`src/sv/pbfm_pkg.sv`:
```
// ----------------------------------------------------------------------------
// pbfm_pkg: shared definitions of the page buffer frame manager
// Request and status codes, field widths and the scan control struct.
// ----------------------------------------------------------------------------
`default_nettype none
package pbfm_pkg;
   localparam int FRAMES_DEF = 128;
   localparam int KIND_W     = 3;
   localparam int FILE_W     = 8;
   localparam int PAGE_W     = 20;
   localparam int FIDX_W     = 7;
   localparam int STATUS_W   = 2;
   localparam int PIN_W      = 8;
   localparam int STAMP_W    = 16;
   localparam int TAG_W      = FILE_W + PAGE_W;

   localparam logic [PIN_W-1:0] PIN_MAX = 8'd255;

   localparam logic [KIND_W-1:0] KIND_GET     = 3'd0;
   localparam logic [KIND_W-1:0] KIND_ALLOC   = 3'd1;
   localparam logic [KIND_W-1:0] KIND_UNPIN   = 3'd2;
   localparam logic [KIND_W-1:0] KIND_FLUSH   = 3'd3;
   localparam logic [KIND_W-1:0] KIND_DISPOSE = 3'd4;
   localparam logic [KIND_W-1:0] KIND_DIRTY   = 3'd5;

   localparam logic [STATUS_W-1:0] ST_OK       = 2'd0;
   localparam logic [STATUS_W-1:0] ST_NO_FRAME = 2'd1;
   localparam logic [STATUS_W-1:0] ST_UNMAPPED = 2'd2;
   localparam logic [STATUS_W-1:0] ST_ABSENT   = 2'd3;

   typedef struct packed {
      logic clear;     // start of a pass
      logic step;      // entry data valid this cycle
      logic age_mode;  // 1: oldest stamp, 0: first tag match
      logic live;      // entry valid (match) or queued (age)
   } scan_ctl_type;
endpackage
`default_nettype wire

```
`src/sv/pbfm_scan_unit.sv`:
```
// ----------------------------------------------------------------------------
// pbfm_scan_unit: shared compare unit for frame passes
// Finds the first frame matching a tag, or the oldest queued frame.
// ----------------------------------------------------------------------------
`default_nettype none
module pbfm_scan_unit #(
   parameter int FRAMES = pbfm_pkg::FRAMES_DEF
) (
   input  wire logic                         clock,
   input  wire logic                         reset,
   input  wire pbfm_pkg::scan_ctl_type       ctl,
   input  wire logic [$clog2(FRAMES)-1:0]    idx,
   input  wire logic [pbfm_pkg::TAG_W-1:0]   tag_q,
   input  wire logic [pbfm_pkg::TAG_W-1:0]   key,
   input  wire logic [pbfm_pkg::STAMP_W-1:0] stamp_q,
   input  wire logic [pbfm_pkg::STAMP_W-1:0] stamp_now,
   output logic                              found,
   output logic      [$clog2(FRAMES)-1:0]    best_idx
);
   import pbfm_pkg::*;

   logic                      found_ff, found_in;
   logic [$clog2(FRAMES)-1:0] best_ff, best_in;
   logic [STAMP_W-1:0]        age_ff, age_in, age;
   logic                      take;

   always_comb begin
      age  = stamp_now - stamp_q;
      if (ctl.age_mode)
         take = ctl.step && ctl.live && (!found_ff || age > age_ff);
      else
         take = ctl.step && ctl.live && !found_ff && tag_q == key;
      found_in = ctl.clear ? 1'b0 : (found_ff | take);
      best_in  = take ? idx : best_ff;
      age_in   = take ? age : age_ff;
   end

   always_ff @(posedge clock) begin
      if (reset) begin
         found_ff <= 1'b0;
      end else begin
         found_ff <= found_in;
      end
      best_ff <= best_in;
      age_ff  <= age_in;
   end

   assign found    = found_ff;
   assign best_idx = best_ff;
endmodule
`default_nettype wire

```
`config.mk`:
```
export PLATFORM = sky130hd
export DESIGN_NAME = pbfm_scan_unit
export DESIGN_NICKNAME = d
export VERILOG_FILES = /design/src/sv/pbfm_pkg.sv /design/src/sv/pbfm_scan_unit.sv
export SDC_FILE = /design/constraint.sdc
export NUM_CORES = 1
export LEC_CHECK = 0
export BUFFER_PORTS_ARGS = -buffer_cell sky130_fd_sc_hd__buf_4
export CAP_MARGIN = 20
export CORE_UTILIZATION = 50
export CTS_BUF_LIST = sky130_fd_sc_hd__clkbuf_4 sky130_fd_sc_hd__clkbuf_8
export DETAILED_ROUTE_END_ITERATION = 8
export PLACE_DENSITY = 0.95
export SLEW_MARGIN = 5
export SYNTH_ARGS = -nofsm -noshare
export SYNTH_HDL_FRONTEND = slang
export SYNTH_SLANG_ARGS = --single-unit
```
`constraint.sdc`:
```
create_clock -name clock -period 6.1 [get_ports clock]
set_input_delay 1.22 -clock clock [delete_from_list [all_inputs] [get_ports clock]]
set_output_delay 1.22 -clock clock [all_outputs]
set_load 0.01 [all_outputs]
```
* Word-level counts from Yosys, hierarchy flattened
Cells that the tools add are included.
** Storage, ports and cells
- Register bits :: 24
- Output and inout bits :: 8
** Operators by class
- $add $sub $neg :: 1
- Magnitude comparators :: 1
- Eq/ne operators :: 1
- Muxes and demuxes :: 1
- Bitwise logic cells :: 1
- Reduce and logical (&&, ||, !) cells :: 7
** Operators by type and width (number)
- $eq 28x28->1 :: 1
- $gt 16x16->1 :: 1
- $sub 16x16->16 :: 1
- $logic_and 1x1->1 :: 4
- $reduce_or 2->1 :: 1
- $logic_not 1->1 :: 1
- $logic_or 1x1->1 :: 1
- $mux 1 :: 1
- $or 1x1->1 :: 1

* Logic depth before layout (Yosys ltp)
- Word-level depth :: 6
- Depth in mapped cells :: 16

* Worst setup path before layout
Ideal clock, no wire load.
- Path kind :: input-to-reg
- From :: input port stamp_now[0] in the netlist's numbering
- To :: register age_ff[0] (enable)
- Setup time :: 0.382 ns
- Data arrival time :: 3.957 ns
- Required time :: 5.718 ns
- Slack :: 1.762 ns
- Stages :: 15
- Cells stage by stage :: inv_1 -> ha_1 -> fa_1 -> nor2b_1 -> o2111ai_1 -> a21oi_1 -> o211ai_1 -> a21oi_1 -> xor2_1 -> ha_1 -> nand4_1 -> a21oi_1 -> nor4bb_1 -> o31ai_1 -> and3_1
** On the way
- Word-level cells in the longest chain between the ends :: 5
** RTL lines
- from (decl) :: line pbfm_scan_unit.sv:16 : input wire logic [pbfm_pkg::STAMP_W-1:0] stamp_now,
- $sub 16x16->16 :: line pbfm_scan_unit.sv:28 : age = stamp_now - stamp_q;
- via age[14] :: line pbfm_scan_unit.sv:24 : logic [STAMP_W-1:0] age_ff, age_in, age;
- $gt 16x16->1 :: line pbfm_scan_unit.sv:30 : take = ctl.step && ctl.live && (!found_ff || age > age_ff);
- $logic_or 1x1->1 :: line pbfm_scan_unit.sv:30
- $logic_and 1x1->1 :: line pbfm_scan_unit.sv:30
- $mux 1 :: line pbfm_scan_unit.sv:29 : if (ctl.age_mode)
- via take :: line pbfm_scan_unit.sv:25 : logic take;
- to (signal assigned) :: line pbfm_scan_unit.sv:45 : age_ff <= age_in;
- to (decl) :: line pbfm_scan_unit.sv:24
The timed path passes the listed nets, and every way through them passes these cells.
A chain may end at the register's enable or synchronous reset.

* Worst setup path after layout
- From :: input port stamp_q[0] in the netlist's numbering
- To :: register age_ff[14] (enable)
** On the way
- Word-level cells in the longest chain between the ends :: 5
** RTL lines
- from (decl) :: line pbfm_scan_unit.sv:15 : input wire logic [pbfm_pkg::STAMP_W-1:0] stamp_q,
- $sub 16x16->16 :: line pbfm_scan_unit.sv:28
- via age[14] :: line pbfm_scan_unit.sv:24
- $gt 16x16->1 :: line pbfm_scan_unit.sv:30
- $logic_or 1x1->1 :: line pbfm_scan_unit.sv:30
- $logic_and 1x1->1 :: line pbfm_scan_unit.sv:30
- $mux 1 :: line pbfm_scan_unit.sv:29
- via take :: line pbfm_scan_unit.sv:25
The timed path passes the listed nets, and every way through them passes these cells.

==> flow_metrics.py <==
metrics = {
    "timing": {
        "worst_slack_ns": 1.43,
        "slew_viol_final": 0,
        "fmax_ghz": 0.214,
        "tightest_slew_ns": 1.02,
        "max_slew_margin_pct": 32.0,
        "setup_viol": 0,
        "period_needed_ns": 4.67,
        "hold_violations": 0,
        "finalCritPeriodShare_pct": 76.6,
        "grt_setup_unrepaired": "false",
        "fin_skew_ns": 0.00900,
        "setup_tns_ns": 0,
    },
    "worst_setup_path": {
        "crit_path_start_kind": "input port",
        "critical-path-top-delay-family": "simple AND/OR/NAND/NOR gates",
        "regToRegSetupSlack_ns": 3.50,
        "worst_ep_required_time_ns": 5.97,
        "critPathBufInv": 1,
        "crit_chain": "buf_4, ha_1, fa_1, nor2b_1, o2111ai_1, a21oi_1, o211ai_1, a21oi_1, xor2_1, ha_1, nor2b_1, o21ai_0, nor4bb_1, o31ai_1, and3_1",
        "end_kind": "flop",
        "path_class": "input port to flop",
        "cp_slowest_cell": "and3_1",
        "cp.arrival_ns": 4.54,
        "critPathLaunch": "stamp_q[0]",
        "crit_fanout": 23,
        "slowest_delay_ns": 0.50,
        "r2r_start": "age_ff[1]",
    },
    "synthesis": {
        "syn-instance-count": 238,
        "yosys_most_used_dff": "edfxtp_1",
        "netlist.area_leader.share_pct": 30.8,
        "synth_mux_area_share_pct": 0.446,
        "synthArstFlopShare_pct": 0,
        "synth_edf_count": 23,
        "synth_xor_area_share_pct": 15.2,
        "synth_top_area_cell": "edfxtp_1",
        "yosysSeqAreaShare_pct": 31.7,
        "avgSynthCellArea_um2": 9.43,
        "synth_fa_ha_area_share_pct": 18.2,
        "synth-compound-area-share_pct": 14.5,
        "yosys_warnings": 0,
        "ys_ff_latch": 24,
        "synthesis.area_mm2": 0.00224,
        "yosys.area_share.simple_pct": 13.8,
        "syn_nets": 371,
        "synth_cell_type_count": 40,
        "yosys-top-cells-area": "edfxtp_1 (31%), ha_1 (17%), xor2_1 (8.2%)",
        "synth_top_family_by_area": "adder cells",
    },
    "place": {
        "dpl.hpwl_um": 4800,
        "dp_slack_ns": 1.16,
        "place_congestion": 0.813,
        "port_buffers": 108,
    },
    "pwr": {
        "seqPwrFrac_pct": 38.3,
        "p_clk_share_pct": 18.2,
        "internal_power_uw": 352,
        "net-switching-power_uw": 158,
        "p_sw_share_pct": 30.9,
        "combPwrFrac_pct": 43.5,
        "peakVddDrop_mv": 0.0862,
        "power.density_mw_per_mm2": 161,
        "p_leak_nw": 1.56,
    },
    "routing": {
        "drt_wl_total_um": 5530,
        "post_drt_wl_per_cell_um": 13.7,
        "drt_iter0_markers": 90,
        "ant_nets": 0,
        "avgViaCountPerCell": 5.37,
        "dr_total_vias": 2158,
        "remaining_drc_errors": 0,
        "drt_first_pass_iters": 4,
    },
    "clock_tree": {
        "numCtsBuffers": 3,
        "cts_resized": 0,
        "post_cts_buffers": 0,
        "root_buffer": "clkbuf_8",
        "hold_buffers": 0,
        "max-clock-path-buffers": 2,
        "cts.sinks": 24,
        "h-tree-depth": 1,
        "insertion_delay_ns": 0.27,
        "cts_tree": "yes",
        "cts.clk_slew.worst_paths_ns": 0.07,
    },
    "floorplan": {
        "boundaryPins": 109,
        "core_area_mm2": 0.00432,
        "initial_core_util_pct": 51.9,
        "rows": 24,
        "die_w_um": 69,
        "die_h_um": 69,
        "die-area_mm2": 0.00476,
    },
    "global_route": {
        "grt_max_degree": 24,
        "first_global_vias": 2236,
        "grt.overflow.total": 0,
        "antenna_found_initial": 0,
        "grt_pass1_wl_um": 9410,
        "gr-usage-all-layers_pct": 23.9,
    },
    "job": {
        "cap_violations": 0,
    },
    "finish": {
        "drive_gt1_share_pct": 33.4,
        "fin_nets": 484,
        "antennaDiodeCount": 0,
        "area_growth_pct": 41.0,
        "fillers": 332,
    },
    "hold_path": {
        "min-delay-start": "found",
        "worstHoldPathType": "flop to flop",
    },
    "outcome": {
        "status": "complete, no violations",
    },
}
kinds of logic (layout without fill, tap and decap cells):
group                    after synthesis  in the layout
buffers and inverters                 37            149
XOR/XNOR                              39             39
AO/OA/AOI/OAI                         48             48
multiplexers                           1              1
AND/OR/NAND/NOR                       57             57
adder cells (fa/ha/maj)               32             32
flip-flops                            24             24
sequential cells by signal (all words and copies together) (netlist names):
register	cells
best_idx	7
found	1
age_ff	16
power by group through the flow:
| stage | sequential, mW | clock, mW | combinational [mW] |
|---|---|---|---|
| 4_1_cts | 0.195 | 0.0936 | 0.222 |
| 2_1_floorplan | 0.199 | 0 | 0.129 |
| 5_1_grt | 0.196 | 0.0987 | 0.248 |
| 3_5_place_dp | 0.199 | 0 | 0.220 |
| 6_report | 0.195 | 0.0927 | 0.222 |
| 3_3_place_gp | 0.199 | 0 | 0.205 |
routing by layer:
layer | part of all wire (%) | wire length [um] | GRT usage, %
met1 | 38 | 2120 | 25.3
met3 | 5.5 | 302 | 3.65
met4 | 1.9 | 106 | 6.80
met2 | 54 | 2990 | 47.8
met5 | 0 | 0 | 0
cells in the mapped netlist (2+ instances only):
cell type   n
nand3_1     4
nand2b_1    2
o211ai_1    3
a21o_1      4
nor2_1     11
and3_1      5
nand2_1     8
edfxtp_1   23
or3_1       2
ha_1       31
a21oi_1    15
o21a_1      2
a31oi_1     2
o21ai_0     6
o31ai_1     4
nor2b_1     4
xnor2_1    18
nand4_1    10
inv_1      37
xor2_1     21
nor4_1      6
o21ai_2     2
final timing paths:
kind                              endpoint  cells after the start
worst max-delay path            age_ff[14]                     15
worst min-delay path                 found                      1
worst max register to register  age_ff[14]                      8
worst min register to register       found                      1
layout make-up:
type / count / area [um^2] / area share, %
Multi-Input combinational cell: 177 / 1400 / 44.1
Timing Repair Buffer: 108 / 811 / 25.6
Inverter: 37 / 139 / 4.39
Sequential cell: 24 / 711 / 22.5
Clock buffer: 3 / 41.3 / 1.30
Clock inverter: 1 / 3.75 / 0.119
Tap cell: 52 / 65.1 / 2.06
stage by stage:
step,hold slack [ns],util (%),area (um^2),std cells,power (mW)
4_1_cts,0.532,73.2,3170,402,0.511
5_1_grt,0.550,73.2,3170,402,0.543
2_1_floorplan,0.541,-,2240,238,0.328
6_report,0.532,73.2,3170,402,0.510
3_5_place_dp,0.508,72.2,3120,398,0.419
3_3_place_gp,0.516,72.2,3120,398,0.404
worst reg2reg max path: stages (launching register included):
cell	delay [ns]
edfxtp_1	0.34
inv_1	0.04
ha_1	0.30
nor2b_1	0.14
o211ai_1	0.17
a21oi_1	0.09
a2111oi_0	0.52
o31ai_1	0.10
and3_1	0.50
cell usage in the layout, fill, tap and decap left out, types with 2 or more instances in the layout:
| cell | count |
|---|---|
| clkbuf_8 | 3 |
| o211ai_1 | 3 |
| and3_1 | 5 |
| o21ai_0 | 6 |
| edfxtp_1 | 23 |
| buf_4 | 108 |
| o31ai_1 | 4 |
| nand4_1 | 10 |
| nor2_1 | 11 |
| xor2_1 | 21 |
| nor4_1 | 6 |
| o21ai_2 | 2 |
| a31oi_1 | 2 |
| a21oi_1 | 15 |
| nor2b_1 | 4 |
| o21a_1 | 2 |
| inv_1 | 37 |
| nand2b_1 | 2 |
| ha_1 | 31 |
| a21o_1 | 4 |
| nand2_1 | 8 |
| xnor2_1 | 18 |
| nand3_1 | 4 |
| or3_1 | 2 |
(Power assumes the default switching activity.)
